**src/rtl/core/qwto_pkg.sv**
```systemverilog
// Shared types and constants for the quarter-wave table oscillator.
package qwto_pkg;

   localparam int DATA_W     = 32;
   localparam int FUNC_W     = 3;
   localparam int ADDR_W     = 10;
   localparam int SIZE_W     = 11;
   localparam int STRIDE_W   = 10;
   localparam int CSR_ADDR_W = 5;
   localparam int REG_IDX_W  = 3;

   typedef enum logic [FUNC_W-1:0] {
      FUNC_WRITE  = 3'd0,
      FUNC_START  = 3'd1,
      FUNC_STOP   = 3'd2,
      FUNC_SAMPLE = 3'd3,
      FUNC_MIX    = 3'd4,
      FUNC_QUERY  = 3'd5
   } func_type;

   typedef enum logic [REG_IDX_W-1:0] {
      REG_TABLE_SIZE     = 3'd0,
      REG_STRIDE         = 3'd1,
      REG_ERROR_PER_HALF = 3'd2,
      REG_ERROR_LIMIT    = 3'd3,
      REG_IDLE_LEVEL     = 3'd4
   } reg_idx_type;

   // Wave quarter being played; the inserted end sample never rests in state.
   typedef enum logic [4:0] {
      PH_IDLE = 5'b00001,
      PH_FWD  = 5'b00010,
      PH_BWD  = 5'b00100,
      PH_NFWD = 5'b01000,
      PH_NBWD = 5'b10000
   } phase_type;

   typedef struct packed {
      logic [SIZE_W-1:0]   table_size;
      logic [STRIDE_W-1:0] stride;
      logic [DATA_W-1:0]   error_per_half;
      logic [DATA_W-1:0]   error_limit;
      logic [DATA_W-1:0]   idle_level;
   } cfg_type;

   // Work handed from the sequencer to the output stage, one per accepted word.
   typedef struct packed {
      logic              valid;
      logic              use_mem;
      logic              negate;
      logic              mix_en;
      logic [DATA_W-1:0] imm;
      logic [DATA_W-1:0] mix;
      logic              done;
   } issue_type;

endpackage

```
**src/rtl/core/qwto_csr.sv**
```systemverilog
// Configuration register file on an APB-style port.
module qwto_csr (
   input  logic                                   clock,
   input  logic                                   reset,
   input  logic                                   psel,
   input  logic                                   penable,
   input  logic                                   pwrite,
   input  logic [qwto_pkg::CSR_ADDR_W-1:0]        paddr,
   input  logic [qwto_pkg::DATA_W-1:0]            pwdata,
   output logic [qwto_pkg::DATA_W-1:0]            prdata,
   output logic                                   pready,
   output qwto_pkg::cfg_type                      cfg
);

   qwto_pkg::cfg_type                  cfg_ff;
   qwto_pkg::cfg_type                  cfg_in;
   logic                               wr_en;
   logic [qwto_pkg::REG_IDX_W-1:0]     idx;

   assign pready = 1'b1;
   assign idx    = paddr[qwto_pkg::CSR_ADDR_W-1:2];
   assign wr_en  = psel & penable & pwrite & pready;
   assign cfg    = cfg_ff;

   always_comb begin
      cfg_in = cfg_ff;
      if (wr_en) begin
         unique case (idx)
            qwto_pkg::REG_TABLE_SIZE:     cfg_in.table_size = pwdata[qwto_pkg::SIZE_W-1:0];
            qwto_pkg::REG_STRIDE:         cfg_in.stride = pwdata[qwto_pkg::STRIDE_W-1:0];
            qwto_pkg::REG_ERROR_PER_HALF: cfg_in.error_per_half = pwdata;
            qwto_pkg::REG_ERROR_LIMIT:    cfg_in.error_limit = pwdata;
            qwto_pkg::REG_IDLE_LEVEL:     cfg_in.idle_level = pwdata;
            default: ;
         endcase
      end
   end

   always_comb begin
      unique case (idx)
         qwto_pkg::REG_TABLE_SIZE:     prdata = qwto_pkg::DATA_W'(cfg_ff.table_size);
         qwto_pkg::REG_STRIDE:         prdata = qwto_pkg::DATA_W'(cfg_ff.stride);
         qwto_pkg::REG_ERROR_PER_HALF: prdata = cfg_ff.error_per_half;
         qwto_pkg::REG_ERROR_LIMIT:    prdata = cfg_ff.error_limit;
         qwto_pkg::REG_IDLE_LEVEL:     prdata = cfg_ff.idle_level;
         default:                      prdata = '0;
      endcase
   end

   always_ff @(posedge clock) begin
      if (reset) begin
         cfg_ff.table_size     <= qwto_pkg::SIZE_W'(1);
         cfg_ff.stride         <= qwto_pkg::STRIDE_W'(1);
         cfg_ff.error_per_half <= '0;
         cfg_ff.error_limit    <= '0;
         cfg_ff.idle_level     <= '0;
      end else begin
         cfg_ff <= cfg_in;
      end
   end

endmodule

```
**config.mk**
```make
export PLATFORM = sky130hd
export DESIGN_NAME = qwto_csr
export DESIGN_NICKNAME = d
export VERILOG_FILES = /design/src/rtl/core/qwto_pkg.sv /design/src/rtl/core/qwto_csr.sv
export SDC_FILE = /design/constraint.sdc
export NUM_CORES = 1
export LEC_CHECK = 0
export CAP_MARGIN = 0
export CORE_ASPECT_RATIO = 1.2
export CORE_MARGIN = 4
export CORE_UTILIZATION = 35
export DETAILED_ROUTE_END_ITERATION = 10
export DONT_BUFFER_PORTS = 1
export HOLD_SLACK_MARGIN = 0.06
export PLACE_DENSITY = 0.55
export SKIP_LAST_GASP = 1
export SYNTH_ARGS = -nofsm -noshare
export SYNTH_HDL_FRONTEND = slang
export SYNTH_SLANG_ARGS = --single-unit
```
**constraint.sdc**
```tcl
create_clock -name clock -period 1 [get_ports clock]
set_input_delay 0.05 -clock clock [delete_from_list [all_inputs] [get_ports clock]]
set_output_delay 0.05 -clock clock [all_outputs]
set_load 0.01 [all_outputs]
```
# == Word level (Yosys, flattened, before mapping) ==
# Index checks and enable logic that the tools add are counted.
# word_totals
register_bits,117
in_bits,42
# classes
eq_ne,4
muxes,1
n_bitwise,2
reduce_logical,6
# op_table
operator,count
32-bit case mux with 5 select lines,1
2-bit AND reduction,5
3-bit by 2-bit equality test with 1-bit output (second input constant),2
3-bit by 1-bit equality test with 1-bit output (second input constant),1
3-bit equality test (second input constant),1
3-bit zero test,1
1-bit bitwise AND,2

# == Logic depth before layout (Yosys ltp) ==
# logic_depth
depth_word,3
ltp_mapped,5
depth_no_buf,3

# == Worst setup path before layout ==
# Ideal clock, no wire load.
# synth_timing
path_type,input to register
start,input paddr[3] (netlist bit)
end,"register cfg_ff, in the netlist cfg[6]"
setup_time_ns,0.122
arrival_time_ns,0.940
required_ns,0.878
setup_slack_ns,-0.062
path_stages,5
n_path_buf,2
path_cell_list,buf_4 nor3b_4 nand4_4 buf_6 mux2i_1
# synth_between
elab_chain_cells,2
# synth_lines
element,line_no,rtl
from (decl),qwto_csr.sv:8,"input logic [qwto_pkg::CSR_ADDR_W-1:0] paddr,"
3-bit equality test,qwto_csr.sv:28,unique case (idx)
2-bit AND reduction (no line),-,
to (signal assigned),qwto_csr.sv:58,cfg_ff <= cfg_in;
to (decl),qwto_csr.sv:15,qwto_pkg::cfg_type cfg_ff;
# No other way between the ends.
# A chain may end at the register's enable or synchronous reset.

# == Worst setup path after layout ==
# layout_timing
start,"register cfg_ff, in the netlist cfg[65]"
end,output prdata[1] (netlist bit)
# layout_between
elab_chain_cells,1
# layout_lines
element,line_no,rtl
32-bit case mux with 5 select lines,qwto_csr.sv:40,unique case (idx)
to (decl),qwto_csr.sv:10,"output logic [qwto_pkg::DATA_W-1:0] prdata,"
# No other way between the ends.

==> flow_summary.json <==
{
  "failed_checks": "hold timing, setup timing",
  "core_mm2": 0.0156,
  "synth_area_per_cell_um2": 10.0,
  "clk_latency_ns": 0.41,
  "required_ns": 0.95,
  "sequentialPowerShare_pct": 42.5,
  "start_util_pct": 35.8,
  "num_vias": 4448,
  "internal_power_mw": 8.74,
  "p_per_area_mw_per_mm2": 1480,
  "clockPowerShare_pct": 52.4,
  "synthesis.area_mm2": 0.00560,
  "nets": 702,
  "cts.root.buffer_cell": "clkbuf_16",
  "synth-seq-cells": 117,
  "cts_tree": "built",
  "fin_crit_ns": 1.42,
  "fmax_ghz": 0.702,
  "largest_reg_flops": 117,
  "drv_cap": 0,
  "fin_crit_sh_pct": 142,
  "ys_top_cells_by_count": "nand2b_1 (140), mux2i_1 (130), dfxtp_1 (117), o21ai_0 (39), clkbuf_1 (24)",
  "ant_nets": 0,
  "drt_wl_total_um": 16900,
  "dieArea_mm2": 0.0181,
  "grt_overflow": 0,
  "io_pins": 192,
  "num-fill-cells": 1450,
  "rsz0062_at_grt": "true",
  "die_w_um": 123,
  "leakagePower_nw": 3.34,
  "synth_edf_count": 0,
  "design_area_mm2": 0.00751,
  "cts_max_path_buffers": 2,
  "place.detailed.hpwl_um": 11300,
  "diodes": 0,
  "place_area_mm2": 0.00649,
  "grt_usage_pct": 18.4,
  "synth.top_cell.area_share_pct": 41.8,
  "drc": 0,
  "vdd_ir_drop_max_mv": 0.907,
  "first_pass_iters": 4,
  "status": "finished, violations left",
  "p_switching_mw": 2.39,
  "syn-num-nets": 602,
  "wire_per_inst_um": 19.2,
  "die_y_um": 147,
  "setup_viol": 32,
  "slew_viol_final": 0,
  "power_frac_comb_pct": 5.1,
  "drive_gt1_share_pct": 37.4,
  "utilization_pct": 48.0,
  "start_kind": "register",
  "placementRows": 50,
  "drt_iter0_markers": 161,
  "io_buffers": 0,
  "synth.largest_area_cell": "dfxtp_1",
  "hold_viol_final": 117,
  "grt_pass1_wl_um": 25700,
  "first_global_vias": 4692,
  "synth-async-reset-ratio_pct": 0,
  "holdWs_ns": -0.189,
  "end_kind": "output port",
  "grt_max_degree": 151,
  "gp_congestion": 0.769,
  "yosys-top-cells-area": "dfxtp_1 (42%), mux2i_1 (23%), nand2b_1 (16%)",
  "fin_ws_ns": -0.424,
  "viasPerCell": 5.06,
  "yosys_warnings": 0,
  "grt_antenna_before_repair": 1,
  "worstPathArrival_ns": 1.37,
  "p_sw_share_pct": 21.5,
  "cts_made_buffers": 17,
  "synthCells": 560,
  "critPathKind": "register to output port",
  "yosys.cell_count.top_type": "nand2b_1",
  "htree_num_levels": 4,
  "hp-class": "input port to register",
  "syn2layout_area_growth_pct": 34.1,
  "ys_types": 26,
  "clkTransAtPathRegs_ns": 0.05,
  "cts_num_sinks": 117,
  "skew_ns": 0,
  "seq_area_frac_synth_pct": 41.8,
  "synth-main-ff-cell": "dfxtp_1",
  "critPathMaxFanout": 2
}
==> layer usage <==
metal	global-route usage, %	vias to the layer above	share of wire, %
met5	0	-	0.12
met4	5.15	2	1.2
met3	9.03	19	10
met2	31.2	167	49
met1	20.2	2136	40
li1	-	2124	-
==> layout make-up <==
class / instances / area, um^2 / area share [%]
clock inverters: 10 / 108 / 1.43
multi-input cells: 398 / 3230 / 43.0
flip-flops and latches: 117 / 2400 / 32.0
repair buffers: 126 / 1050 / 14.1
well taps: 208 / 260 / 3.47
clock buffers: 20 / 457 / 6.08
==> through the flow <==
| stage | total power, mW | setup TNS [ns] | std cells | setup slack (ns) | hold WS [ns] |
|---|---|---|---|---|---|
| after global placement | 5.31 | -3.23 | 834 | -0.103 | 0.190 |
| after floorplan | 5.27 | -0.741 | 560 | -0.0267 | 0.189 |
| final | 11.1 | -4.94 | 879 | -0.424 | -0.189 |
| after global routing | 11.5 | -6.93 | 879 | -0.485 | -0.202 |
| after detailed placement | 5.32 | -4.90 | 834 | -0.151 | 0.190 |
| after CTS | 11.2 | -5.99 | 867 | -0.443 | -0.204 |
==> layout by cell type (no fill, tap or decap), drive strengths merged <==
master,count
a22oi,20
a32oi,1
and4b,1
buf,112
bufinv,2
clkbuf,20
clkinv,5
clkinvlp,3
conb,1
dfxtp,117
dlygate4sd3,14
mux2,10
mux2i,130
nand2,22
nand2b,140
nand3,1
nand3b,1
nand4,1
nand4b,1
nor2,4
nor2b,12
nor3b,2
o21ai,39
o22ai,10
o31ai,1
or2,1
==> critical path, stage by stage, from the launching register on <==
cell	delay [ns]
dfxtp_2	0.32
mux2_4	0.27
a22oi_2	0.15
o22ai_2	0.10
buf_6	0.13
==> logic make-up (layout without fill, tap and decap cells) <==
kind of cell | after synthesis | after routing | share of synthesized area [%]
simple gates | 186 | 186 | 20.5
mux | 140 | 140 | 25.3
flops | 117 | 117 | 41.8
compound gates | 71 | 71 | 7.58
buf+inv | 45 | 156 | 4.80
other cells | 1 | 1 | 0.0670
==> timing repair <==
item                                   in CTS  in global routing
endpoints found under the hold margin     117                117
buffers inserted                            1                  0
pin swaps                                  14                 12
setup endpoints to repair                  33                 39
hold buffers                                2                 12
resized for setup                          82                 40
==> worst paths after layout <==
path                                from  slack, ns  cells after the start         to
worst max-delay path             cfg[65]      -0.42                      4  prdata[1]
worst min-delay path               reset      -0.19                      2   cfg[106]
worst max register to register  cfg[101]       0.18                      3   cfg[101]
worst min register to register   cfg[42]       0.50                      2    cfg[42]
==> power groups by stage <==
stage	sequential (mW)	combinational (mW)	clock, mW
floorplan	4.84	0.436	0
global placement	4.82	0.485	0
detailed placement	4.82	0.497	0
CTS	4.73	0.530	5.98
global route	4.73	0.606	6.20
finish	4.73	0.565	5.84
No activity file was read; power rests on OpenSTA's default activity.
