File: src/rtl/core/qwto_pkg.sv
// Shared types and constants for the quarter-wave table oscillator.
package qwto_pkg;

   localparam int DATA_W     = 32;
   localparam int FUNC_W     = 3;
   localparam int ADDR_W     = 10;
   localparam int SIZE_W     = 11;
   localparam int STRIDE_W   = 10;
   localparam int CSR_ADDR_W = 5;
   localparam int REG_IDX_W  = 3;

   typedef enum logic [FUNC_W-1:0] {
      FUNC_WRITE  = 3'd0,
      FUNC_START  = 3'd1,
      FUNC_STOP   = 3'd2,
      FUNC_SAMPLE = 3'd3,
      FUNC_MIX    = 3'd4,
      FUNC_QUERY  = 3'd5
   } func_type;

   typedef enum logic [REG_IDX_W-1:0] {
      REG_TABLE_SIZE     = 3'd0,
      REG_STRIDE         = 3'd1,
      REG_ERROR_PER_HALF = 3'd2,
      REG_ERROR_LIMIT    = 3'd3,
      REG_IDLE_LEVEL     = 3'd4
   } reg_idx_type;

   // Wave quarter being played; the inserted end sample never rests in state.
   typedef enum logic [4:0] {
      PH_IDLE = 5'b00001,
      PH_FWD  = 5'b00010,
      PH_BWD  = 5'b00100,
      PH_NFWD = 5'b01000,
      PH_NBWD = 5'b10000
   } phase_type;

   typedef struct packed {
      logic [SIZE_W-1:0]   table_size;
      logic [STRIDE_W-1:0] stride;
      logic [DATA_W-1:0]   error_per_half;
      logic [DATA_W-1:0]   error_limit;
      logic [DATA_W-1:0]   idle_level;
   } cfg_type;

   // Work handed from the sequencer to the output stage, one per accepted word.
   typedef struct packed {
      logic              valid;
      logic              use_mem;
      logic              negate;
      logic              mix_en;
      logic [DATA_W-1:0] imm;
      logic [DATA_W-1:0] mix;
      logic              done;
   } issue_type;

endpackage

File: src/rtl/core/qwto_out.sv
// Output stage: sign and mix the table word, then the result register.
module qwto_out (
   input  logic                          clock,
   input  logic                          reset,
   input  qwto_pkg::issue_type           issue,
   input  logic [qwto_pkg::DATA_W-1:0]   rd_data,
   output logic                          s1_ready,
   output logic                          rsp_valid,
   input  logic                          rsp_stall,
   output logic [qwto_pkg::DATA_W-1:0]   rsp_sample,
   output logic                          rsp_stop_done
);

   qwto_pkg::issue_type          s1_ff;
   qwto_pkg::issue_type          s1_in;
   logic                         out_valid_ff;
   logic                         out_valid_in;
   logic [qwto_pkg::DATA_W-1:0]  sample_ff;
   logic [qwto_pkg::DATA_W-1:0]  sample_in;
   logic                         done_ff;
   logic                         done_in;
   logic                         s1_adv;
   logic [qwto_pkg::DATA_W-1:0]  val;
   logic [qwto_pkg::DATA_W-1:0]  term;
   logic [qwto_pkg::DATA_W-1:0]  base;
   logic [qwto_pkg::DATA_W-1:0]  sum;

   assign s1_adv   = !out_valid_ff || !rsp_stall;
   assign s1_ready = !s1_ff.valid || s1_adv;

   // mix - v folded into one adder: mix + ~v + 1
   assign val  = s1_ff.use_mem ? rd_data : s1_ff.imm;
   assign term = s1_ff.negate ? ~val : val;
   assign base = s1_ff.mix_en ? s1_ff.mix : '0;
   assign sum  = base + term + qwto_pkg::DATA_W'(s1_ff.negate);

   always_comb begin
      s1_in        = s1_ready ? issue : s1_ff;
      out_valid_in = out_valid_ff;
      sample_in    = sample_ff;
      done_in      = done_ff;
      if (s1_adv) begin
         out_valid_in = s1_ff.valid;
         sample_in    = sum;
         done_in      = s1_ff.done;
      end
   end

   always_ff @(posedge clock) begin
      if (reset) begin
         s1_ff        <= '0;
         out_valid_ff <= 1'b0;
      end else begin
         s1_ff        <= s1_in;
         out_valid_ff <= out_valid_in;
      end
   end

   always_ff @(posedge clock) begin
      sample_ff <= sample_in;
      done_ff   <= done_in;
   end

   assign rsp_valid     = out_valid_ff;
   assign rsp_sample    = sample_ff;
   assign rsp_stop_done = done_ff;

   a_rd_held: assert property (@(posedge clock) disable iff (reset)
      s1_ff.valid && s1_ff.use_mem && !s1_adv |=> $stable(rd_data))
      else $error("table data changed under a held word");

   a_done_zero: assert property (@(posedge clock) disable iff (reset)
      rsp_valid && rsp_stop_done |-> rsp_sample == '0)
      else $error("stop result carries a sample");

endmodule

File: config.mk
export PLATFORM = sky130hd
export DESIGN_NAME = qwto_out
export DESIGN_NICKNAME = d
export VERILOG_FILES = /design/src/rtl/core/qwto_pkg.sv /design/src/rtl/core/qwto_out.sv
export SDC_FILE = /design/constraint.sdc
export NUM_CORES = 1
export LEC_CHECK = 0
export BUFFER_PORTS_ARGS = -buffer_cell sky130_fd_sc_hd__buf_2
export CAP_MARGIN = 20
export CORE_ASPECT_RATIO = 1.1
export CORE_MARGIN = 3
export CORE_UTILIZATION = 45
export DETAILED_ROUTE_END_ITERATION = 10
export PLACE_DENSITY = 0.73
export SLEW_MARGIN = 0
export SYNTH_ARGS = -nofsm -noshare
export SYNTH_HDL_FRONTEND = slang
export SYNTH_SLANG_ARGS = --single-unit
File: constraint.sdc
create_clock -name clock -period 3.6 [get_ports clock]
set_clock_uncertainty 0.15 [all_clocks]
set_input_delay 0.72 -clock clock [delete_from_list [all_inputs] [get_ports clock]]
set_output_delay 0.72 -clock clock [all_outputs]
set_load 0.05 [all_outputs]
==> Word level (Yosys, flattened, before mapping) <==
Cells that the tools add are included.
{ "word_totals": {"wordCells": 21, "inputBits": 104, "out_inout_bits": 35, "register_bits": 103} }
{ "op_classes": {"bitwise": 1, "n_addsub": 2, "muxes": 3, "n_reduce_logical": 5} }
{ "op_table": {"columns": ["cell", "n"], "rows": [
  ["two-way mux 32 bit", 3],
  ["adder 32 x 1 -> 32 bit", 1],
  ["adder 32 bit", 1],
  ["inverter 32 bit", 1],
  ["zero test 1 bit", 3],
  ["logical OR 1 bit", 2]
]} }

==> Depth between registers and ports, before layout <==
{ "logic_depth": {"word_depth": 5, "mapped_depth": 13, "mapped_depth_nobuf": 11} }

==> Worst setup path after synthesis <==
No wires, ideal clock.
{ "synth_path": {"path_kind": "register to register", "startpoint": "reg s1_ff[67] (netlist bit)", "endpoint": "reg sample_ff, in the netlist rsp_sample[27] (data pin)", "period_less_slack_ns": 3.350, "setup_time_ns": 0.262, "arrival_time_ns": 2.938, "t_required_ns": 3.188, "path_stages_with_launch": 13, "slack_ns": 0.250, "path_buffers": 2, "cell_sequence": "dfxtp_1 -> buf_6 -> clkbuf_1 -> mux2i_1 -> xnor2_1 -> ha_1 -> a21o_1 -> nand2b_1 -> a31o_2 -> a31o_4 -> a211oi_4 -> o21bai_1 -> xor2_1"} }
{ "synth_via": {"elab_chain_cells": 5} }
{ "synth_rtl": {"columns": ["element", "line", "rtl"], "rows": [
  ["start: declaration", "qwto_out.sv:14", "qwto_pkg::issue_type s1_ff;"],
  ["start signal: assignment", "qwto_out.sv:54", "s1_ff <= s1_in;"],
  ["two-way mux 32 bit *", "qwto_out.sv:32", "assign val = s1_ff.use_mem ? rd_data : s1_ff.imm;"],
  ["inverter 32 bit", "qwto_out.sv:33", "assign term = s1_ff.negate ? ~val : val;"],
  ["two-way mux 32 bit *", "qwto_out.sv:33", null],
  ["adder 32 bit *", "qwto_out.sv:35", "assign sum = base + term + qwto_pkg::DATA_W'(s1_ff.negate);"],
  ["adder 32 x 1 -> 32 bit *", "qwto_out.sv:35", null],
  ["named net sum, one bit", "qwto_out.sv:26", "logic [qwto_pkg::DATA_W-1:0] sum;"],
  ["end signal: assignment", "qwto_out.sv:60", "sample_ff <= sample_in;"],
  ["end: declaration", "qwto_out.sv:18", "logic [qwto_pkg::DATA_W-1:0] sample_ff;"]
]} }
The timed path passes the listed nets; every way through them passes the cells marked *.
A chain may end at the register's enable or synchronous reset.

==> Worst setup path in the final report <==
{ "layout_path": {"startpoint": "reg s1_ff[67] (netlist bit)", "endpoint": "reg sample_ff, in the netlist rsp_sample[22] (data pin)"} }
Same word-level chain as after synthesis.

==> reports/summary.txt <==
Global-route track usage on met2 - 0.335
Launching point of the worst reg2reg path - s1_ff[67]
Cell taking the most area after synthesis - sky130_fd_sc_hd__dfxtp_1
Largest fanout on the critical path - 33
Post-synth EDFFs - 33
Share of the clock period used by the worst path - 0.915
Synthesized flop and latch total - 103
Global-route met3 utilization - 0.0270
Syn. warnings - 0
Buffers on Ports - 138
Ratio of cells with drive above 1 in the final layout - 0.225
CP endpoint kind - flop
Number of clock sinks seen by CTS - 103
Count of final setup violators - 0
GPL Wtd Cong - 0.884
Synth Flop Type - sky130_fd_sc_hd__dfxtp_1
Clock Path Buffers - 2
DRC violation count after routing - 0
Proportion of synthesized chip area in sequential cells - 0.399
TritonCTS clock tree - yes
Half-perimeter wire length after detailed placement - 11.2 mm
Core Area - 12800 sq um
Worst hold path startpoint - s1_ff[0]
Root buf cell - sky130_fd_sc_hd__clkbuf_16
Maximum number of pins on one net before global-route repair - 70
Horizontal extent of the die - 116 um
Post-Synthesis Cell Area - 5990 sq um
Ys async rst share - 0
DR iter-0 viols - 236
Power density relative to cell area - 466 nW/um^2
Cell row count - 43
DR vias - 5104
Area share of the leading cell type in the synthesized netlist - 0.234
Dominant cells by area after synthesis - sky130_fd_sc_hd__dfxtp_1 (23%), sky130_fd_sc_hd__edfxtp_1 (17%), sky130_fd_sc_hd__nand2_1 (10%)
Cell area after placement - 6830 sq um
Layer carrying the most global-route usage - met2
Arrival time at the worst endpoint - 3.24 ns
Relative slew margins - 0.423
Number of cells in the finished layout apart from fillers - 975
Initial antenna violation count - 1
I/O Pins - 139
Start-to-end type of the worst setup path - reg -> reg
Number of cells on the worst hold path - 0
Cell count after synthesis - 692
Instance count after placement with tap cells included - 958
Endpoints failing hold - 0
Kind of start point of the critical path - flop
Peak supply drop - 0.273 mV
Initial Utilization - 0.468
Unrepaired setup endpoints after global routing - false
First-pass iteration count of the detailed router - 4
Cts bufs inserted - 9
Worst Tran Pin Value - 0.865 ns
Reg-to-reg endpoint - rsp_sample[22]
Post-Syn Area per Cell - 8.66 sq um
Distinct cell type count of the synthesized netlist - 54
Global-route wire length before repair - 23.8 mm
CTS Hold Buffers Added - 0
Highest achievable clock rate - 0.304 GHz
Tot GR Track Use - 0.203
Total routed wirelength - 15.0 mm
Routed length per instance - 15.4 um
CTS HTree Levels - 3
Global route total overflow - 0
Vias in the first global route - 4880
Required time worst endpoint - 3.55 ns
Post_cts resized - 0
Floorplan die area - 14700 sq um
Post-layout util - 0.558
Time the final worst path needs with I/O delays and setup - 3.29 ns
Type of the most critical hold path - reg -> reg
Total count of max-transition violations in the final report - 0
Number of violations of the max-capacitance limit - 0
Synthesized netlist net count - 827
Area Overhead vs Synth - 19.3%
Clock latency on the worst-skew pair - 0.35 ns
Final setup TNS - 0 ns
Final std cell area, no fill - 7150 sq um
Hold Path Sink - rsp_stop_done
Setup slack on the worst flop-to-flop path - 0.31 ns
Floorplan die height - 127 um
Clock slew at the register clock pins of the worst setup and hold paths - 0.07 ns
Ratio of routed vias to standard cells - 5.23
Result of the run - finished clean
Remaining antenna violation count - 0
Post-CTS setup buffer count - 0
Layout net count - 947
GR Util met1 - 0.280
Cell count of the worst reg-to-reg path - 12
P_leak - 3.22 nW
[critical path, cell delays in order, from the launching register on]
cell and delay, ns:
sky130_fd_sc_hd__dfxtp_2 0.34, sky130_fd_sc_hd__buf_12 0.25, sky130_fd_sc_hd__mux2i_4 0.33, sky130_fd_sc_hd__nand2_1 0.07, sky130_fd_sc_hd__o21ai_0 0.10, sky130_fd_sc_hd__fa_1 0.25, sky130_fd_sc_hd__a21o_1 0.14, sky130_fd_sc_hd__nand4_1 0.13
sky130_fd_sc_hd__a21oi_1 0.44, sky130_fd_sc_hd__o21ai_0 0.24, sky130_fd_sc_hd__a211oi_2 0.32, sky130_fd_sc_hd__nor2_1 0.10, sky130_fd_sc_hd__xnor2_1 0.15
[synthesized netlist by cell type (5+ instances only)]
master and n:
sky130_fd_sc_hd__ha_1 30, sky130_fd_sc_hd__o21ai_0 16, sky130_fd_sc_hd__a21oi_1 106, sky130_fd_sc_hd__and2_1 34, sky130_fd_sc_hd__nand2_1 165, sky130_fd_sc_hd__nand2b_1 5
sky130_fd_sc_hd__xor2_1 14, sky130_fd_sc_hd__dfxtp_1 70, sky130_fd_sc_hd__clkbuf_1 35, sky130_fd_sc_hd__mux2i_1 32, sky130_fd_sc_hd__a21o_1 10, sky130_fd_sc_hd__nor2_1 12
sky130_fd_sc_hd__o211ai_1 6, sky130_fd_sc_hd__nand4_1 6, sky130_fd_sc_hd__nand3_1 7, sky130_fd_sc_hd__edfxtp_1 33, sky130_fd_sc_hd__xnor2_1 48
[worst max path at each step]
stage,start,endpoint,slack (ns),depth (start not counted)
final,s1_ff[67],rsp_sample[22],0.31,12
after global routing,s1_ff[67],rsp_sample[28],0.08,12
after CTS,s1_ff[67],rsp_sample[28],0.34,12
after detailed placement,rd_data[1],rsp_sample[28],0.22,11
after global placement,rd_data[1],rsp_sample[28],0.26,11
after floorplan,s1_ff[67],rsp_sample[27],0.25,12
[layout make-up]
type                    instances  area [sq um]
inverters                       5          18.8
fillers                      1264          5660
diodes                          1          2.50
flip-flops and latches        103          2390
clock inverters                 5          61.3
multi-input cells             543          3420
clock buffers                  11           254
well taps                     157           196
repair buffers                150           806
[state kept, by name, indices dropped and copies added (netlist names)]
signal,count
rsp_stop_done,1
rsp_valid,1
s1_ff,69
rsp_sample,32
[metrics by stage]
step / worst slack (ns) / hold slack (ns) / power, W
floorplan: 0.250 / 0.258 / 0.00208
global placement: 0.263 / 0.266 / 0.00232
detailed placement: 0.219 / 0.279 / 0.00232
CTS: 0.336 / 0.284 / 0.00335
global route: 0.0785 / 0.290 / 0.00348
finish: 0.307 / 0.290 / 0.00333
[metal layers]
metal  vias up  part of all wire
met5         -                 0
met4         0             0.013
met3        15             0.043
met2       124              0.48
met1      2337              0.46
li1       2628                 -
[power breakdown]
part	switching [W]	internal (W)	total, W
clock network	0.000446	0.000587	0.00103
logic	0.000623	0.000298	0.000921
registers	0.0000414	0.00134	0.00138
total	0.00111	0.00222	0.00333
[cell usage in the layout (no fill, tap or decap), types with 16 or more instances in the layout]
master / instances
sky130_fd_sc_hd__o21ai_0: 16
sky130_fd_sc_hd__mux2i_1: 32
sky130_fd_sc_hd__dfxtp_1: 68
sky130_fd_sc_hd__a21oi_1: 106
sky130_fd_sc_hd__xnor2_1: 48
sky130_fd_sc_hd__nand2_1: 165
sky130_fd_sc_hd__buf_2: 138
sky130_fd_sc_hd__and2_1: 34
sky130_fd_sc_hd__ha_1: 30
sky130_fd_sc_hd__edfxtp_1: 33
[logic make-up (layout without fill, tap and decap cells)]
kind of cell,count (synthesis),after routing,share of synthesized area
compound gates,164,164,0.164
xor+xnor,62,62,0.0906
fa+ha+maj,31,31,0.0660
buf+inv,46,171,0.0307
flops,103,103,0.399
mux,34,34,0.0597
other cells,0,1,0
simple gates,252,252,0.190
(Power assumes the default switching activity.)
