==> src/rtl/core/qwto_pkg.sv <==
// Shared types and constants for the quarter-wave table oscillator.
package qwto_pkg;

   localparam int DATA_W     = 32;
   localparam int FUNC_W     = 3;
   localparam int ADDR_W     = 10;
   localparam int SIZE_W     = 11;
   localparam int STRIDE_W   = 10;
   localparam int CSR_ADDR_W = 5;
   localparam int REG_IDX_W  = 3;

   typedef enum logic [FUNC_W-1:0] {
      FUNC_WRITE  = 3'd0,
      FUNC_START  = 3'd1,
      FUNC_STOP   = 3'd2,
      FUNC_SAMPLE = 3'd3,
      FUNC_MIX    = 3'd4,
      FUNC_QUERY  = 3'd5
   } func_type;

   typedef enum logic [REG_IDX_W-1:0] {
      REG_TABLE_SIZE     = 3'd0,
      REG_STRIDE         = 3'd1,
      REG_ERROR_PER_HALF = 3'd2,
      REG_ERROR_LIMIT    = 3'd3,
      REG_IDLE_LEVEL     = 3'd4
   } reg_idx_type;

   // Wave quarter being played; the inserted end sample never rests in state.
   typedef enum logic [4:0] {
      PH_IDLE = 5'b00001,
      PH_FWD  = 5'b00010,
      PH_BWD  = 5'b00100,
      PH_NFWD = 5'b01000,
      PH_NBWD = 5'b10000
   } phase_type;

   typedef struct packed {
      logic [SIZE_W-1:0]   table_size;
      logic [STRIDE_W-1:0] stride;
      logic [DATA_W-1:0]   error_per_half;
      logic [DATA_W-1:0]   error_limit;
      logic [DATA_W-1:0]   idle_level;
   } cfg_type;

   // Work handed from the sequencer to the output stage, one per accepted word.
   typedef struct packed {
      logic              valid;
      logic              use_mem;
      logic              negate;
      logic              mix_en;
      logic [DATA_W-1:0] imm;
      logic [DATA_W-1:0] mix;
      logic              done;
   } issue_type;

endpackage

==> src/rtl/core/qwto_seq.sv <==
// Wave sequencer: phase, position, error and stop state; issues table accesses.
module qwto_seq #(
   parameter int TABLE_DEPTH = 1024
) (
   input  logic                              clock,
   input  logic                              reset,
   input  logic                              accept,
   input  logic [qwto_pkg::FUNC_W-1:0]       func,
   input  logic [qwto_pkg::ADDR_W-1:0]       addr,
   input  logic [qwto_pkg::DATA_W-1:0]       data,
   input  logic [qwto_pkg::DATA_W-1:0]       mix_in,
   input  qwto_pkg::cfg_type                 cfg,
   output logic                              wr_en,
   output logic [$clog2(TABLE_DEPTH)-1:0]    wr_addr,
   output logic [qwto_pkg::DATA_W-1:0]       wr_data,
   output logic                              rd_en,
   output logic [$clog2(TABLE_DEPTH)-1:0]    rd_addr,
   output qwto_pkg::issue_type               issue
);

   localparam int AW = $clog2(TABLE_DEPTH);
   localparam int CW = (AW + 1 > qwto_pkg::SIZE_W) ? AW + 1 : qwto_pkg::SIZE_W;
   localparam int PW = ((AW > qwto_pkg::STRIDE_W) ? AW : qwto_pkg::STRIDE_W) + 2;
   localparam int WW = (AW + 1 > qwto_pkg::ADDR_W) ? AW + 1 : qwto_pkg::ADDR_W;
   localparam logic [CW-1:0] DEPTH_C = CW'(TABLE_DEPTH);
   localparam logic [WW-1:0] DEPTH_W = WW'(TABLE_DEPTH);

   qwto_pkg::phase_type          phase_ff;
   qwto_pkg::phase_type          phase_in;
   logic [PW-1:0]                pos_ff;
   logic [PW-1:0]                pos_in;
   logic                         stop_ff;
   logic                         stop_in;
   logic [qwto_pkg::DATA_W-1:0]  err_ff;
   logic [qwto_pkg::DATA_W-1:0]  err_in;

   logic [CW-1:0]                size_ext;
   logic [CW-1:0]                size_c;
   logic [CW-1:0]                last_c;
   logic [AW-1:0]                last;
   logic [PW-1:0]                last_p;
   logic [PW-1:0]                stride_p;
   logic                         in_range;
   logic                         fwd;
   logic [PW-1:0]                inc_src;
   logic [PW-1:0]                pos_up;
   logic [PW-1:0]                dec_src;
   logic [PW-1:0]                pos_dn;
   logic [qwto_pkg::DATA_W-1:0]  err_up;
   logic [qwto_pkg::DATA_W-1:0]  err_ex;
   logic                         extra;
   logic [WW-1:0]                wr_addr_ext;

   // table size 0 acts as 1, oversize acts as the full depth
   assign size_ext = CW'(cfg.table_size);
   assign size_c   = (size_ext == '0) ? CW'(1) : ((size_ext > DEPTH_C) ? DEPTH_C : size_ext);
   assign last_c   = size_c - CW'(1);
   assign last     = last_c[AW-1:0];
   assign last_p   = PW'(last);
   assign stride_p = PW'(cfg.stride);
   assign in_range = (pos_ff <= last_p);
   assign fwd      = (phase_ff == qwto_pkg::PH_FWD) || (phase_ff == qwto_pkg::PH_NFWD);

   // turning from backward restarts at entry 0; turning from forward steps back from last
   assign inc_src  = in_range ? pos_ff : '0;
   assign pos_up   = inc_src + stride_p;
   assign dec_src  = (fwd && !in_range) ? last_p : pos_ff;
   assign pos_dn   = (stride_p > dec_src) ? '1 : (dec_src - stride_p);

   assign err_up   = err_ff + cfg.error_per_half;
   assign err_ex   = err_ff + cfg.error_per_half - cfg.error_limit;
   assign extra    = (err_up > cfg.error_limit);

   assign wr_addr_ext = WW'(addr);
   assign wr_addr     = wr_addr_ext[AW-1:0];
   assign wr_data     = data;

   always_comb begin
      phase_in      = phase_ff;
      pos_in        = pos_ff;
      stop_in       = stop_ff;
      err_in        = err_ff;
      wr_en         = 1'b0;
      rd_en         = 1'b0;
      rd_addr       = pos_ff[AW-1:0];
      issue.valid   = accept;
      issue.use_mem = 1'b0;
      issue.negate  = 1'b0;
      issue.mix_en  = 1'b0;
      issue.imm     = '0;
      issue.mix     = mix_in;
      issue.done    = 1'b0;
      if (accept) begin
         unique case (func) inside
            qwto_pkg::FUNC_WRITE: begin
               wr_en = (wr_addr_ext < DEPTH_W);
            end
            qwto_pkg::FUNC_START: begin
               phase_in = qwto_pkg::PH_FWD;
               pos_in   = '0;
               stop_in  = 1'b0;
               err_in   = '0;
            end
            qwto_pkg::FUNC_STOP: begin
               stop_in = 1'b1;
            end
            qwto_pkg::FUNC_SAMPLE, qwto_pkg::FUNC_MIX: begin
               issue.mix_en = (func == qwto_pkg::FUNC_MIX);
               unique case (phase_ff) inside
                  qwto_pkg::PH_FWD, qwto_pkg::PH_NFWD: begin
                     rd_en         = 1'b1;
                     issue.use_mem = 1'b1;
                     issue.negate  = (phase_ff == qwto_pkg::PH_NFWD);
                     if (in_range) begin
                        pos_in = pos_up;
                     end else begin
                        // half-wave end: both the inserted sample and the turn read last
                        rd_addr  = last;
                        phase_in = (phase_ff == qwto_pkg::PH_FWD) ? qwto_pkg::PH_BWD
                                                                  : qwto_pkg::PH_NBWD;
                        if (extra) begin
                           err_in = err_ex;
                           pos_in = last_p;
                        end else begin
                           err_in = err_up;
                           pos_in = pos_dn;
                        end
                     end
                  end
                  qwto_pkg::PH_BWD, qwto_pkg::PH_NBWD: begin
                     if (in_range) begin
                        rd_en         = 1'b1;
                        issue.use_mem = 1'b1;
                        issue.negate  = (phase_ff == qwto_pkg::PH_NBWD);
                        pos_in        = pos_dn;
                     end else if (phase_ff == qwto_pkg::PH_BWD && stop_ff) begin
                        phase_in  = qwto_pkg::PH_IDLE;
                        pos_in    = '0;
                        issue.imm = cfg.idle_level;
                     end else begin
                        rd_en         = 1'b1;
                        rd_addr       = '0;
                        issue.use_mem = 1'b1;
                        issue.negate  = (phase_ff == qwto_pkg::PH_BWD);
                        phase_in      = (phase_ff == qwto_pkg::PH_BWD) ? qwto_pkg::PH_NFWD
                                                                       : qwto_pkg::PH_FWD;
                        pos_in        = pos_up;
                     end
                  end
                  default: begin
                     issue.imm = cfg.idle_level;
                  end
               endcase
            end
            qwto_pkg::FUNC_QUERY: begin
               if (stop_ff && phase_ff == qwto_pkg::PH_IDLE) begin
                  stop_in    = 1'b0;
                  issue.done = 1'b1;
               end
            end
            default: ;
         endcase
      end
   end

   always_ff @(posedge clock) begin
      if (reset) begin
         phase_ff <= qwto_pkg::PH_IDLE;
         pos_ff   <= '0;
         stop_ff  <= 1'b0;
         err_ff   <= '0;
      end else begin
         phase_ff <= phase_in;
         pos_ff   <= pos_in;
         stop_ff  <= stop_in;
         err_ff   <= err_in;
      end
   end

   a_start_clears: assert property (@(posedge clock) disable iff (reset)
      accept && func == qwto_pkg::FUNC_START |=>
         phase_ff == qwto_pkg::PH_FWD && pos_ff == '0 && err_ff == '0 && !stop_ff)
      else $error("start did not reset wave state");

   a_read_source: assert property (@(posedge clock) disable iff (reset)
      rd_en |-> accept && (func == qwto_pkg::FUNC_SAMPLE || func == qwto_pkg::FUNC_MIX))
      else $error("table read without a sample word");

   a_idle_pos: assert property (@(posedge clock) disable iff (reset)
      phase_ff == qwto_pkg::PH_IDLE |-> pos_ff == '0)
      else $error("idle with nonzero position");

endmodule

==> config.mk <==
export PLATFORM = sky130hd
export DESIGN_NAME = qwto_seq
export DESIGN_NICKNAME = d
export VERILOG_FILES = /design/src/rtl/core/qwto_pkg.sv /design/src/rtl/core/qwto_seq.sv
export SDC_FILE = /design/constraint.sdc
export NUM_CORES = 1
export LEC_CHECK = 0
export BUFFER_PORTS_ARGS = -buffer_cell sky130_fd_sc_hd__buf_4
export CAP_MARGIN = 5
export CORE_MARGIN = 2
export CORE_UTILIZATION = 47
export DETAILED_ROUTE_END_ITERATION = 10
export GPL_TIMING_DRIVEN = 0
export PLACE_DENSITY = 0.8
export RECOVER_POWER = 100
export SLEW_MARGIN = 20
export SYNTH_ARGS = -nofsm -noshare
export SYNTH_HDL_FRONTEND = slang
export SYNTH_SLANG_ARGS = --single-unit
==> constraint.sdc <==
create_clock -name clock -period 7.1 [get_ports clock]
set_clock_uncertainty 0.1 [all_clocks]
set_input_delay 0 -clock clock [delete_from_list [all_inputs] [get_ports clock]]
set_output_delay 0 -clock clock [all_outputs]
set_load 0.005 [all_outputs]
; ---- Word-level counts from Yosys, hierarchy flattened
; Index checks and enable logic that the tools add are counted.
[classes]
addsub = 5
order_cmp = 5
eq_ne = 16
mux = 48
n_reduce_logical = 16
[op_table]
columns = operator, count
row1 = two-way mux 32 bit, 5
row2 = case mux 32 bit (2 select lines), 2
row3 = two-way mux 12 bit, 7
row4 = two-way mux 10 bit, 7
row5 = two-way mux 35 bit, 2
row6 = case mux 12 bit (2 select lines), 2
row7 = adder 32 bit, 1
row8 = > comparator 32 bit, 1
row9 = subtractor 32 bit, 1
row10 = case mux 10 bit (2 select lines), 1
row11 = case mux 5 bit (2 select lines), 2
row12 = two-way mux 5 bit, 3
row13 = adder 12 x 10 -> 12 bit, 1
row14 = > comparator 10 x 12 -> 1 bit, 1
row15 = less-or-equal comparator 12 x 10 -> 1 bit, 1
row16 = subtractor 12 x 10 -> 12 bit, 1
row17 = > comparator 11 bit (second input constant), 1
row18 = zero test 11 bit, 1
row19 = < comparator 10 x 11 -> 1 bit (second input constant), 1
row20 = two-way mux 1 bit, 10
row21 = subtractor 10 x 1 -> 10 bit (second input constant), 1
row22 = two-way mux 4 bit, 2
row23 = equality test 3 x 2 -> 1 bit (second input constant), 2
row24 = equality test 3 bit (second input constant), 2
row25 = 24 further kinds, 32
[totals]
reg_bits = 50
input_bits = 197
word_cells = 94

; ---- Longest topological paths before layout
[logic_depth]
depth_word = 14
depth_mapped = 31

; ---- Least setup slack after synthesis
; Ideal clock, no wire load.
[synth_timing]
path_type = input port to flip-flop
from = input cfg[113] (netlist bit)
to = register pos_ff[8]
setup_time_ns = 0.061
arrival_time_ns = 6.456
path_slack_ns = 0.483
cell_stages = 28
cell_sequence = or4_1 or3_1 nor4_1 o21ai_0 ha_1 clkbuf_1 nand2_1 xnor2_1 ha_1 a21o_1 a211o_1 o41ai_2 or2_1 clkbuf_1 nand2_1 o21ai_0 ha_1 inv_1 fa_1 a211oi_1 o21bai_1 a2111oi_0 o41ai_1 a21oi_1 nor2_1 mux2_2 o21ai_0 a32o_1
[synth_between]
elab_chain_cells = 14
word_cells_on_any_way = 20
[synth_rtl]
columns = item, line
row1 = from (decl), qwto_seq.sv:12  ; input qwto_pkg::cfg_type cfg,
row2 = > comparator 11 bit, qwto_seq.sv:56  ; assign size_c = (size_ext == '0) ? CW'(1) : ((size_ext > DEPTH_C) ? DEPTH_C : size_ext);
row3 = two-way mux 10 bit, qwto_seq.sv:56
row4 = two-way mux 10 bit *, qwto_seq.sv:56
row5 = subtractor 10 x 1 -> 10 bit *, qwto_seq.sv:57  ; assign last_c = size_c - CW'(1);
row6 = less-or-equal comparator 12 x 10 -> 1 bit, qwto_seq.sv:61  ; assign in_range = (pos_ff <= last_p);
row7 = zero test 1 bit, qwto_seq.sv:67  ; assign dec_src = (fwd && !in_range) ? last_p : pos_ff;
row8 = logical AND 1 bit, qwto_seq.sv:67
row9 = two-way mux 12 bit, qwto_seq.sv:67
row10 = subtractor 12 x 10 -> 12 bit / > comparator 10 x 12 -> 1 bit (equally long branches), qwto_seq.sv:68  ; assign pos_dn = (stride_p > dec_src) ? '1 : (dec_src - stride_p);
row11 = two-way mux 12 bit, qwto_seq.sv:68
row12 = two-way mux 12 bit, qwto_seq.sv:121  ; if (extra) begin
row13 = two-way mux 12 bit, qwto_seq.sv:114  ; if (in_range) begin
row14 = case mux 12 bit (2 select lines) *, qwto_seq.sv:109  ; unique case (phase_ff) inside
row15 = case mux 12 bit (2 select lines) *, qwto_seq.sv:94  ; unique case (func) inside
row16 = to (signal assigned), qwto_seq.sv:174  ; pos_ff <= pos_in;
row17 = to (decl), qwto_seq.sv:30  ; logic [PW-1:0] pos_ff;
; Mark *: on every way between the ends. The rest lies on a longest branch, timed or not.
; A chain may end at the register's enable or synchronous reset.

; ---- Final worst setup path
; Ends and elaborated chain as after synthesis.

==> flow_summary_export.csv <==
group,metric,value,unit
placement,gp_congestion,0.9724,
routing,vias,9870,
synthesis,synth.distinct_cells,74,
worst_setup_path,critical-path-top-delay-family,"compound AO/OA/AOI/OAI gates",
power,finalPower,1.096,mW
final_layout,nets,1774,
worst_setup_path,crit_required,7.26,ns
sta,setup_viol,0,
hold_path,holdCritStartpoint,"func[0]",
routing,drt_wl_total,28.69,mm
synthesis,synthCells,1226,
synthesis,synth_area_leaders,"ha_1 (14%), dfxtp_1 (12%), buf_4 (6.7%)",
worst_setup_path,critPathLaunchType,"primary input",
floorplan,rows,49,
final_layout,area_delta_synth_final,28.08,%
synthesis,synth_top_cell_by_area,"ha_1",
hold_path,hold_path_class,"primary input to register",
final_layout,drive_above_1_share,0.2473,
power,p_leak,5.302,nW
synthesis,ys_warn_count,0,
synthesis,synthesis.nets,1521,
synthesis,synth_top_cell_area_share,0.1373,
worst_setup_path,crit_type,"primary input to register",
worst_setup_path,reg2reg_depth,20,
synthesis,synth-seq-cells,50,
worst_setup_path,r2r_slack,0.99,ns
synthesis,syn_area_per_cell,6.986,µm²
floorplan,dieArea,19320,µm²
grt,grt_max_degree,17,
sta,period_share,0.9367,
hold_path,holdPathEnd,"stop_ff",
synthesis,synth_ff_type,"dfxtp_1",
grt,met2_usage,0.4721,
placement,portBuffers,244,
routing,ant_nets,0,
worst_setup_path,crit_path_end_kind,"register",
routing,drtIter0Drc,912,
routing,dr.pass1.iters,5,
worst_setup_path,r2r-end,"err_ff[16]",
floorplan,core,17900,µm²
synthesis,synth_enable_flop_cells,0,
worst_setup_path,startpoint,"cfg[113]",
clock_tree,cts_tree,"yes",
final_layout,n_antenna_cell,0,
grt,gr-max-usage-layer,"met2",
worst_setup_path,cpPeakStageDelay,0.52,ns
synthesis,netlist_top_cells_count,"nand2_1 (129), a21oi_1 (102), nor2_1 (101)",
sta,rsz0062_at_grt,"false",
worst_setup_path,crit_path_top_delay_cell,"or4_1",
clock_tree,cts_buffers,5,
grt,antenna_found_initial,0,
sta,whs,0.02228,ns
final_layout,post-route-util,0.6127,
synthesis,yosysMostFrequentCell,"nand2_1",
worst_setup_path,worst-path-buf-inv,6,
placement,dp_hpwl,23.23,mm
worst_setup_path,crit_path_max_fanout,10,
clock_tree,cts.clk_slew.worst_paths,0.08,ns
floorplan,die_height,139.0,µm
sta,hold_viol,0,
flow_run,maxCapViolCount,0,
synthesis,async_flop_share,0,
sta,fin_crit,6.651,ns
floorplan,start_util,0.4784,
worst_setup_path,rr_startpoint,"err_ff[0]",
power,cellPowerDensity,99.89,nW/µm²
run_status,outcome,"completed",
clock_tree,clockRootBuffer,"clkbuf_16",
sta,worst_slew_pin_slew,0.8643,ns
clock_tree,cts_htree_levels,2,
sta,max_freq,0.1504,GHz
grt,grt_overflow,0,
clock_tree,clock-sinks,50,
synthesis,yosysSeqAreaShare,0.1169,
sta,slew_viol_final,0,
hold_path,min_path_cells,4,
grt,grt_pass1_wl,45.33,mm
grt,grt_use_total,0.2788,
floorplan,ios,320,
grt,grt_pass1_vias,9213,
clock_tree,clockBufferDepth,2,
grt,met3_usage,0.04420,
clock_tree,clkLatencyLatePin,0.31,ns
routing,drc,0,
routing,wl_per_cell,16.79,µm
grt,use_met1,0.3693,
floorplan,die_w,139.0,µm
sta,slew_headroom,0.4199,
routing,vias_per_cell,5.775,
synthesis,synth_area,8564,µm²
worst_setup_path,crit_arrival,6.81,ns
sta,fin_tns_setup,0,ns
power,ir_drop,132.3,µV
flip-flops by register name (all words and copies together), names as in the netlist:
register / flops
stop_ff: 1
phase_ff: 5
pos_ff: 12
err_ff: 32
repair_timing:
item / CTS / global route
buffers inserted: 1 / 0
endpoints found under the setup margin: 12 / 11
endpoints found under the hold margin: 1 / 0
gates resized for setup: 6 / 13
pin swaps: 1 / 2
gates cloned: 0 / 0
hold buffers: 1 / 0
layout by cell type (no fill, tap or decap), drive strengths merged, types with 35 or more instances in the layout:
cell    synthesis  layout
dfxtp          50      50
clkbuf         34     117
inv            67      67
ha             94      94
o21ai          99      99
nand2         129     129
buf            83     250
nor2          102     102
xnor2          46      46
nor3           35      35
and2           51      51
a21oi         103     103
logic make-up after synthesis:
| group | Yosys count | share of synthesized area |
|---|---|---|
| and+or+nand+nor | 425 | 0.2377 |
| AOI/OAI and AO/OA | 388 | 0.2954 |
| buffers and inverters | 184 | 0.1170 |
| adders and majority gates | 98 | 0.1467 |
| xor gates and xnor gates | 67 | 0.06852 |
| DFF | 50 | 0.1169 |
| muxes | 14 | 0.01782 |
layer usage:
metal / part of all wire / up-vias / wire [µm]
met3: 0.082 / 64 / 2344
met1: 0.43 / 4493 / 12320
met4: 0.023 / 0 / 670
met2: 0.47 / 469 / 13360
met5: 0 / - / 0
li1: - / 4844 / -
metrics by stage:
| step | worst slack [ns] | area [µm²] | std cells |
|---|---|---|---|
| final | 0.4494 | 10970 | 1709 |
| after CTS | 0.03102 | 10920 | 1709 |
| after global routing | 0.001695 | 10970 | 1709 |
| after detailed placement | -1.208 | 10690 | 1699 |
| after global placement | -1.091 | 10680 | 1699 |
| after floorplan | 0.4831 | 8564 | 1226 |
power by group:
part	internal [mW]	switching, mW	total, mW
Clock	0.203	0.131	0.334
Sequential	0.281	0.00101	0.282
Combinational	0.234	0.246	0.479
Total	0.718	0.377	1.10
worst max-delay path by stage:
stage,end,cells after the start
after floorplan,pos_ff[8],28
after global placement,pos_ff[8],29
after detailed placement,pos_ff[8],29
after CTS,pos_ff[4],29
after global routing,pos_ff[4],32
final,pos_ff[8],32
tightest hold or removal path, stage by stage:
cell	delay [ns]
buf_4	0.11
xor2_1	0.07
a31oi_1	0.16
nor3_1	0.06
layout make-up:
class | count | area, µm²
clock buffer | 5 | 125.1
inverter | 67 | 251.5
tap | 229 | 286.5
fill | 1686 | 6933
multi-input combinational | 992 | 6646
sequential | 50 | 1001
timing repair buffer | 246 | 1834
clock inverter | 3 | 68.82
buffer | 117 | 755.7
Power figures use the tool's default switching activity.
